<file path="src/rtl/swsr_pkg.sv">
// ----------------------------------------------------------------------------
// swsr_pkg: shared definitions for the stop-and-wait sequencing block
// Widths, request and status codes, register indexes and reset values.
// ----------------------------------------------------------------------------
package swsr_pkg;

	// Width of the internal sequence arithmetic. Packet fields stay 32 bits.
	localparam int SEQ_WIDTH = 32;

	localparam int RX_WIDTH    = 32;
	localparam int TICK_WIDTH  = 32;
	localparam int RETRY_WIDTH = 16;
	localparam int CFG_IDX_W   = 2;
	localparam int CFG_DATA_W  = 32;

	typedef enum logic [1:0] {
		REQ_RX_PACKET = 2'd0,
		REQ_COMMIT    = 2'd1,
		REQ_TICK      = 2'd2
	} req_type_t;

	typedef enum logic [1:0] {
		ST_OK         = 2'd0,
		ST_WAIT       = 2'd1,
		ST_RETRANSMIT = 2'd2
	} status_t;

	localparam logic [CFG_IDX_W-1:0] REG_ROLE_SERVER   = CFG_IDX_W'(0);
	localparam logic [CFG_IDX_W-1:0] REG_TIMEOUT_TICKS = CFG_IDX_W'(1);

	localparam logic [TICK_WIDTH-1:0] TIMEOUT_RESET = TICK_WIDTH'(1000);

endpackage

</file>
<file path="src/rtl/stop_and_wait_seq_retransmit_top.sv">
// ----------------------------------------------------------------------------
// stop_and_wait_seq_retransmit_top: stop-and-wait ARQ sequencing and retransmit
// Tracks the sequence number of one link end, and decides send, resend and done.
// ----------------------------------------------------------------------------
//
// Usage:
//   Input channel (in_valid / in_stall) carries one request per transaction:
//   a received packet header (req_type 0, rx_seq), a commit or poll (1), or a
//   timer tick (2). Every request yields exactly one result transaction on the
//   output channel (out_valid / out_stall) with status, transmit, seq_out,
//   retry_count and ack_pending.
//   A request is first held in the input register, and the edge that moves
//   it on writes both the state registers and the result register.
//   One request per cycle is sustained while the output is not stalled,
//   because state is updated at the same edge the result is captured, so
//   the following request already sees it.
//   When the receiver stalls, the result register holds; the input register
//   still takes one more request, then in_stall rises until the result drains.
//   The configuration port (cfg_valid / cfg_ready / cfg_index / cfg_data) is
//   always ready; writing role_server also reloads the sequence counter
//   (0 for server, all ones for client). Unknown indexes are ignored.
//   Reset puts the block in the client role, timeout 1000 ticks, counter all
//   ones, no ack pending and both channels empty.
//
module stop_and_wait_seq_retransmit_top (
	input  logic                                 clk,
	input  logic                                 arst_n,
	input  logic                                 in_valid,
	output logic                                 in_stall,
	input  logic [1:0]                           req_type,
	input  logic signed [swsr_pkg::RX_WIDTH-1:0] rx_seq,
	output logic                                 out_valid,
	input  logic                                 out_stall,
	output logic [1:0]                           status,
	output logic                                 transmit,
	output logic signed [31:0]                   seq_out,
	output logic [swsr_pkg::RETRY_WIDTH-1:0]     retry_count,
	output logic                                 ack_pending,
	input  logic                                 cfg_valid,
	output logic                                 cfg_ready,
	input  logic [swsr_pkg::CFG_IDX_W-1:0]       cfg_index,
	input  logic [swsr_pkg::CFG_DATA_W-1:0]      cfg_data
);
	import swsr_pkg::*;

	// Configuration registers.
	logic                  role_server_q;
	logic [TICK_WIDTH-1:0] timeout_q;

	// Protocol state.
	logic [SEQ_WIDTH-1:0]   seq_q;
	logic [SEQ_WIDTH-1:0]   sent_seq_q;
	logic                   waiting_q;
	logic [TICK_WIDTH-1:0]  elapsed_q;
	logic [RETRY_WIDTH-1:0] retries_q;

	// Input stage.
	logic                       valid_s1;
	logic [1:0]                 req_s1;
	logic signed [RX_WIDTH-1:0] rx_s1;

	// Result stage.
	logic                   valid_s2;
	logic [1:0]             status_s2;
	logic                   transmit_s2;
	logic signed [31:0]     seq_out_s2;
	logic [RETRY_WIDTH-1:0] retries_s2;
	logic                   waiting_s2;

	// Next-state values.
	logic [SEQ_WIDTH-1:0]   seq_d;
	logic [SEQ_WIDTH-1:0]   sent_seq_d;
	logic                   waiting_d;
	logic [TICK_WIDTH-1:0]  elapsed_d;
	logic [RETRY_WIDTH-1:0] retries_d;
	logic [1:0]             status_d;
	logic                   transmit_d;

	logic                 advance;
	logic                 load_s1;
	logic signed [63:0]   rx_wide;
	logic [SEQ_WIDTH-1:0] rx_seq_w;
	logic signed [63:0]   seq_wide;

	// The result register frees up when it is empty or being taken.
	assign advance   = !valid_s2 || !out_stall;
	assign load_s1   = !valid_s1 || advance;
	assign in_stall  = !load_s1;
	assign cfg_ready = 1'b1;

	// Received numbers are sign-extended (or cut) to the sequence width.
	assign rx_wide  = 64'(rx_s1);
	assign rx_seq_w = rx_wide[SEQ_WIDTH-1:0];

	always_comb begin
		seq_d      = seq_q;
		sent_seq_d = sent_seq_q;
		waiting_d  = waiting_q;
		elapsed_d  = elapsed_q;
		retries_d  = retries_q;
		status_d   = ST_WAIT;
		transmit_d = 1'b0;
		case (req_s1)
			REQ_RX_PACKET: begin
				if (role_server_q) begin
					// Server accepts only the expected number, then moves on.
					if (rx_seq_w == seq_q) begin
						seq_d    = seq_q + SEQ_WIDTH'(1);
						status_d = ST_OK;
					end
				end else if ($signed(rx_seq_w) > $signed(seq_q)) begin
					// Client adopts any newer number.
					seq_d    = rx_seq_w;
					status_d = ST_OK;
				end
			end
			REQ_COMMIT: begin
				if (!waiting_q) begin
					transmit_d = 1'b1;
					sent_seq_d = seq_q;
					elapsed_d  = '0;
					retries_d  = '0;
					waiting_d  = 1'b1;
				end else if (sent_seq_q != seq_q) begin
					// The sequence number moved on, so the peer acknowledged.
					waiting_d = 1'b0;
					status_d  = ST_OK;
				end else if (elapsed_q >= timeout_q) begin
					transmit_d = 1'b1;
					status_d   = ST_RETRANSMIT;
					elapsed_d  = '0;
					if (retries_q != '1) begin
						retries_d = retries_q + RETRY_WIDTH'(1);
					end
				end
			end
			REQ_TICK: begin
				if (elapsed_q != '1) begin
					elapsed_d = elapsed_q + TICK_WIDTH'(1);
				end
				status_d = ST_OK;
			end
			default: begin
				status_d = ST_WAIT;
			end
		endcase
	end

	assign seq_wide = 64'($signed(seq_d));

	// Input register.
	always_ff @(posedge clk or negedge arst_n) begin
		if (!arst_n) begin
			valid_s1 <= 1'b0;
		end else if (load_s1) begin
			valid_s1 <= in_valid;
		end
	end

	always_ff @(posedge clk) begin
		if (load_s1 && in_valid) begin
			req_s1 <= req_type;
			rx_s1  <= rx_seq;
		end
	end

	// State and configuration. A role write reloads the counter; writes must only
	// arrive while no request is in flight; the block does not enforce it.
	always_ff @(posedge clk or negedge arst_n) begin
		if (!arst_n) begin
			role_server_q <= 1'b0;
			timeout_q     <= TIMEOUT_RESET;
			seq_q         <= '1;
			sent_seq_q    <= '0;
			waiting_q     <= 1'b0;
			elapsed_q     <= '0;
			retries_q     <= '0;
		end else if (cfg_valid && cfg_ready) begin
			if (cfg_index == REG_ROLE_SERVER) begin
				role_server_q <= cfg_data[0];
				seq_q         <= cfg_data[0] ? '0 : '1;
			end else if (cfg_index == REG_TIMEOUT_TICKS) begin
				timeout_q <= cfg_data[TICK_WIDTH-1:0];
			end
		end else if (valid_s1 && advance) begin
			seq_q      <= seq_d;
			sent_seq_q <= sent_seq_d;
			waiting_q  <= waiting_d;
			elapsed_q  <= elapsed_d;
			retries_q  <= retries_d;
		end
	end

	// Result register.
	always_ff @(posedge clk or negedge arst_n) begin
		if (!arst_n) begin
			valid_s2 <= 1'b0;
		end else if (advance) begin
			valid_s2 <= valid_s1;
		end
	end

	always_ff @(posedge clk) begin
		if (advance && valid_s1) begin
			status_s2   <= status_d;
			transmit_s2 <= transmit_d;
			seq_out_s2  <= seq_wide[31:0];
			retries_s2  <= retries_d;
			waiting_s2  <= waiting_d;
		end
	end

	assign out_valid   = valid_s2;
	assign status      = status_s2;
	assign transmit    = transmit_s2;
	assign seq_out     = seq_out_s2;
	assign retry_count = retries_s2;
	assign ack_pending = waiting_s2;

endmodule
</file>
<file path="config.mk">
export PLATFORM = sky130hd
export DESIGN_NAME = stop_and_wait_seq_retransmit_top
export DESIGN_NICKNAME = d
export VERILOG_FILES = /design/src/rtl/swsr_pkg.sv /design/src/rtl/stop_and_wait_seq_retransmit_top.sv
export SDC_FILE = /design/constraint.sdc
export NUM_CORES = 1
export LEC_CHECK = 0
export ABC_AREA = 0
export BUFFER_PORTS_ARGS = -buffer_cell sky130_fd_sc_hd__buf_4
export CAP_MARGIN = 20
export CELL_PAD_IN_SITES_DETAIL_PLACEMENT = 0
export CELL_PAD_IN_SITES_GLOBAL_PLACEMENT = 2
export CORE_MARGIN = 5
export CORE_UTILIZATION = 35
export DETAILED_ROUTE_END_ITERATION = 10
export GPL_ROUTABILITY_DRIVEN = 0
export PLACE_DENSITY = 0.87
export SLEW_MARGIN = 20
export SYNTH_ARGS = -nofsm -noshare
export SYNTH_HDL_FRONTEND = slang
export SYNTH_SLANG_ARGS = --single-unit
</file>
<file path="constraint.sdc">
create_clock -name clk -period 3.1 [get_ports clk]
set_input_delay 0.155 -clock clk [delete_from_list [all_inputs] [get_ports clk]]
set_output_delay 0.155 -clock clk [all_outputs]
set_load 0.02 [all_outputs]
</file>
-- Word level (Yosys, flattened, before mapping)
Index checks and enable logic that the tools add are counted.
- add/subtract/negate cells: 3
- multipliers: 0
- divide/modulo/power cells: 0
- $lt $le $gt $ge: 2
- equality and inequality tests: 11
- shift-type cells: 0
- muxes and demuxes: 31
- bitwise logic cells: 3
- reductions and logical operators: 18
- operators by type and width (cell ; count):
    $mux W32 ; 12
    $mux W16 ; 5
    $add A32 B1 Y32 const B ; 2
    $pmux W32 S2 ; 1
    $eq A32 B32 Y1 ; 1
    $ge A32 B32 Y1 ; 1
    $gt A32 B32 Y1 ; 1
    $ne A32 B32 Y1 ; 1
    $ne A32 B32 Y1 const B ; 1
    $add A16 B1 Y16 const B ; 1
    $ne A16 B16 Y1 const B ; 1
    $mux W1 ; 8
    $mux W2 ; 4
    $ne A3 B3 Y1 const B ; 2
    $pmux W2 S3 ; 1
    $reduce_and A2 Y1 ; 3
    $reduce_and A6 Y1 ; 1
    $eq A2 B1 Y1 const B ; 2
    $logic_not A1 Y1 ; 4
    $logic_not A2 Y1 ; 2
    $reduce_and A4 Y1 ; 1
    $reduce_bool A2 Y1 ; 2
    $not A1 Y1 ; 3
    $reduce_and A3 Y1 ; 1
    other kinds (5) ; 7
- flip-flop bits (word level): 234
- bits in latches: 0
- RAM bits: 0
- bits in read-only memories: 0
- bits of input ports: 73
- output and inout bits: 55
- word-level logic and storage cells: 84
- memories kept: 0

-- Logic depth before layout (Yosys ltp)
- depth in word-level cells: 6
- gate-level depth with buffers: 12
- gate-level depth less buffers: 10

-- Worst setup path before layout
Ideal clock, no wire load.
- path type: register to register
- start: register valid_s2, in the netlist out_valid
- end: register sent_seq_q[22]
- setup time: 130 ps
- arrival: 3386 ps
- required time: 2970 ps
- setup slack: -416 ps
- cell stages (with the launch flop): 10
- buffers on the path: 1
- clock period less this slack: 3516 ps
- path through: dfrtp_1 > nand2_1 > and2_1 > nor2b_1 > nand2_1 > nor2_1 > clkinv_1 > clkbuf_1 > nand2_1 > o21ai_0
- word-level cells in the longest chain between the ends: 4
- ends and longest elaborated chain (item ; line ; RTL):
    start: declaration ; stop_and_wait_seq_retransmit_top.sv:63 ; logic valid_s2;
    start signal: assignment ; stop_and_wait_seq_retransmit_top.sv:199 ; valid_s2 <= valid_s1;
    $logic_not A1 Y1 ; stop_and_wait_seq_retransmit_top.sv:86 ; assign advance = !valid_s2 || !out_stall;
    $logic_or A1 B1 Y1 ; stop_and_wait_seq_retransmit_top.sv:86 ;
    $logic_and A1 B1 Y1 ; stop_and_wait_seq_retransmit_top.sv:185 ; end else if (valid_s1 && advance) begin
    $reduce_and A4 Y1 (no line) ; - ;
    end signal: assignment ; stop_and_wait_seq_retransmit_top.sv:187 ; sent_seq_q <= sent_seq_d;
    end: declaration ; stop_and_wait_seq_retransmit_top.sv:52 ; logic [SEQ_WIDTH-1:0] sent_seq_q;
No other way between the ends.
A chain may end at the register's enable or synchronous reset.

-- Worst setup path after layout
- start: register seq_q[14]
- end: register seq_out_s2[15], in the netlist seq_out[15] (data pin)
- word-level cells in the longest chain between the ends: 4
- elaborated cells between the ends (all ways): 7
- ends and longest elaborated chain (item ; line ; RTL):
    start: declaration ; stop_and_wait_seq_retransmit_top.sv:51 ; logic [SEQ_WIDTH-1:0] seq_q;
    start signal: assignment ; stop_and_wait_seq_retransmit_top.sv:181 ; seq_q <= cfg_data[0] ? '0 : '1;
    start signal: assignment ; stop_and_wait_seq_retransmit_top.sv:186 ; seq_q <= seq_d;
    $add A32 B1 Y32, or another cell as far along ; stop_and_wait_seq_retransmit_top.sv:108 ; seq_d = seq_q + SEQ_WIDTH'(1);
    $mux W32 (on tied branches) ; stop_and_wait_seq_retransmit_top.sv:107, stop_and_wait_seq_retransmit_top.sv:111 ;
    $mux W32 * ; stop_and_wait_seq_retransmit_top.sv:105 ; if (role_server_q) begin
    $mux W32 * ; stop_and_wait_seq_retransmit_top.sv:103 ; case (req_s1)
    named net seq_d[15] ; stop_and_wait_seq_retransmit_top.sv:71 ; logic [SEQ_WIDTH-1:0] seq_d;
    end signal: assignment ; stop_and_wait_seq_retransmit_top.sv:207 ; seq_out_s2 <= seq_wide[31:0];
    end: declaration ; stop_and_wait_seq_retransmit_top.sv:66 ; logic signed [31:0] seq_out_s2;
The timed path passes the listed nets; every way through them passes the cells marked *.

==> impl_metrics.yaml <==
grt:
  overflow: 0
  grt.total_usage_pct: 20.1
  antenna_found_initial: 2
  grt_pass1_vias: 11900
  grt_pass1_wl_mm: 67.0
  grt_max_degree: 93
floorplanning:
  die_w_um: 203
  initial_core_util_pct: 35.6
  row_count: 70
  core_area_mm2: 0.0367
  die_y_um: 203
  num_io_pins: 128
  die_area_mm2: 0.0413
sta:
  drv_slew: 0
  rsz0062_at_grt: "yes"
  finalCritPeriodShare_pct: 98.9
  slew_headroom_pct: 36.1
  fin_ws_ps: 33.6
  setup_viol: 0
  fin_crit_ps: 3070
  hold_viol_final: 0
  clock.fmax_mhz: 326
  tightest_slew_ps: 959
  clock_skew_ps: 18.5
  whs_ps: 88.2
critical_path:
  worst_r2r_startpoint: "seq_q[14]"
  criticalPathCategory: "flop to flop"
  critical_path.top_delay_family: "compound AO/OA/AOI/OAI gates"
  crit_top_cell: "buf_4"
  worstPathMaxFanout: 8
  end_kind: "flop"
  cp_num_buf_inv: 5
  crit_path_top_delay_cell: "dfstp_2"
  required_ps: 3360
  crit_arrival_ps: 3320
  cp_slowest_stage_delay_ps: 530
  crit_chain: "inv_1 -> ha_4 -> nand4_1 -> buf_4 -> a2111oi_4 -> o31ai_4 -> buf_4 -> a2111o_1 -> buf_6 -> buf_4 -> o22ai_2 -> a21oi_2"
  start_kind: "flop"
  crit_start: "seq_q[14]"
place:
  hpwl_mm: 29.9
  port_buffers: 126
  dpl_worst_slack_ps: -257
clock_tree:
  cts.clk_slew.worst_paths_ps: 60
  cts_sinks: 234
  clkLatencyLatePin_ps: 550
  htreeDepth: 1
  cts_root_buffer: "clkbuf_16"
  cts_tree: "built"
  clockBufferDepth: 3
  cts-buffers-inserted: 27
synthesis:
  synth_edf_count: 86
  syn_avg_cell_area_um2: 10.0
  synth_nets: 1445
  synth_area_leaders: "dfrtp_1 (21%), edfxtp_1 (20%), dfstp_2 (7.6%)"
  synth_area_mm2: 0.0131
  ys_seq_area_share_pct: 48.5
  synth_top_area_share_pct: 21.1
  ys_types: 85
  async_flop_share_pct: 63.2
  synth_flop_cell: "dfrtp_1"
  synthCells: 1305
  yosys_warnings: 0
  synth_area_leader_cell: "dfrtp_1"
  ys_ff_latch: 234
min_path:
  worstHoldStart: "cfg_valid"
  hold_path.class: "input pin to flop"
finish:
  final_core_util_pct: 49.6
  layout_common_cells: "buf_4 (340), nand2_1 (120), dfrtp_1 (110)"
  drive_gt1_share_pct: 34.3
  final_common_cell: "buf_4"
  nNetsFinal: 1832
  syn2layout_area_growth_pct: 39.2
  antenna_cells: 0
route:
  wl_per_cell_um: 19.8
  route.detailed.drc: 0
  drtPass1Iterations: 6
  ant_nets: 0
  viasPerCell: 5.41
  first_iter_violations: 939
  vias: 11800
  wirelength_mm: 43.1
pwr:
  peakVddDrop_mv: 0.419
  p_leak_nw: 7.76
  power_density_mw_per_mm2: 611
run_status:
  status: "finished, final reports clean"
run:
  max_cap_viol_count: 0
==> synth_stat cells, types with 6 or more instances <==
library cell,number
edfxtp_1,86
buf_2,10
nor4_1,12
ha_1,67
o22ai_1,9
inv_1,75
a21oi_1,81
nand4_1,53
mux2_2,36
and3_1,20
and2_1,14
a21o_1,9
o21ai_0,116
clkbuf_1,49
nor3_1,25
nand2_1,124
or3_1,7
mux2i_1,6
dfrtp_1,110
nand3_1,40
a31oi_1,23
dfstp_2,38
o221a_2,13
a221oi_1,7
o211ai_1,8
a22oi_1,6
a221o_1,8
o21a_1,8
nand2b_1,8
nor2_1,86
xnor2_1,35
and4_1,8
==> cells by family after synthesis <==
family / count (synthesis) / synth area share (%)
buffers and inverters: 148 / 4.61
multiplexers: 42 / 3.56
flip-flops: 234 / 48.5
AND/OR/NAND/NOR: 423 / 16.5
XOR/XNOR: 36 / 2.41
AO/OA/AOI/OAI: 354 / 18.0
other: 1 / 0.0287
adder cells (fa/ha/maj): 67 / 6.41
==> area by class of cell <==
cell class | count | area (um^2)
Timing Repair Buffer | 429 | 3540
Sequential cell | 234 | 6330
Fill cell | 3370 | 18500
Multi-Input combinational cell | 923 | 6620
Clock inverter | 9 | 70.1
Inverter | 77 | 289
Tap cell | 468 | 586
Clock buffer | 40 | 754
==> metal layers <==
layer | track usage [%] | up-vias | part of all wire (%)
met5 | 0 | - | 0.030
met3 | 3.05 | 98 | 6.1
met2 | 33.4 | 356 | 47
met4 | 5.85 | 2 | 3.5
li1 | - | 5628 | -
met1 | 27.5 | 5711 | 44
==> path summary, 6_finish.rpt <==
check / end / slack [ps] / cells after the start
setup / recovery: seq_out[15] / 30 / 12
hold / removal: role_server_q / 90 / 3
setup reg to reg: seq_out[15] / 30 / 12
hold reg to reg: out_valid / 500 / 1
max in group asynchronous: seq_q[9] / 1960 / 3
min in group asynchronous: elapsed_q[13] / 290 / 2
==> flip-flops by register name, indices dropped and copies added, names as in the netlist, 16 cells and up <==
name	flops
seq_out	32
sent_seq_q	32
elapsed_q	32
retry_count	16
timeout_q	32
retries_q	16
rx_s1	32
seq_q	32
==> through the flow <==
step	total power [W]	instance area [um^2]	instances	TNS [ps]
after global placement	0.00770	15900	2029	-2430
after detailed placement	0.00777	15900	2029	-5720
after floorplan	0.00620	13100	1305	0
final	0.0111	18200	2180	0
after CTS	0.0110	17600	2162	-38.5
after global routing	0.0117	18200	2180	-486
==> tightest hold or removal path, cell delays in order <==
cell and delay [ps]:
buf_4 130, and2_1 190, o21ai_0 100
==> repair_timing <==
item                                   CTS  global route
endpoints found under the hold margin  147             0
gates resized for setup                 10           100
pin swaps                               11            30
buffers inserted                        14            17
hold buffers                            70             0
gates cloned                             0             1
setup endpoints to repair               65            92
==> power breakdown <==
| part | total (W) | switching, W | internal [W] | leakage [nW] |
|---|---|---|---|---|
| sequential | 0.00433 | 0.000394 | 0.00394 | 2.60 |
| combinational | 0.00375 | 0.00203 | 0.00172 | 4.76 |
| clock | 0.00304 | 0.00129 | 0.00175 | 0.395 |
Power figures use the tool's default switching activity.
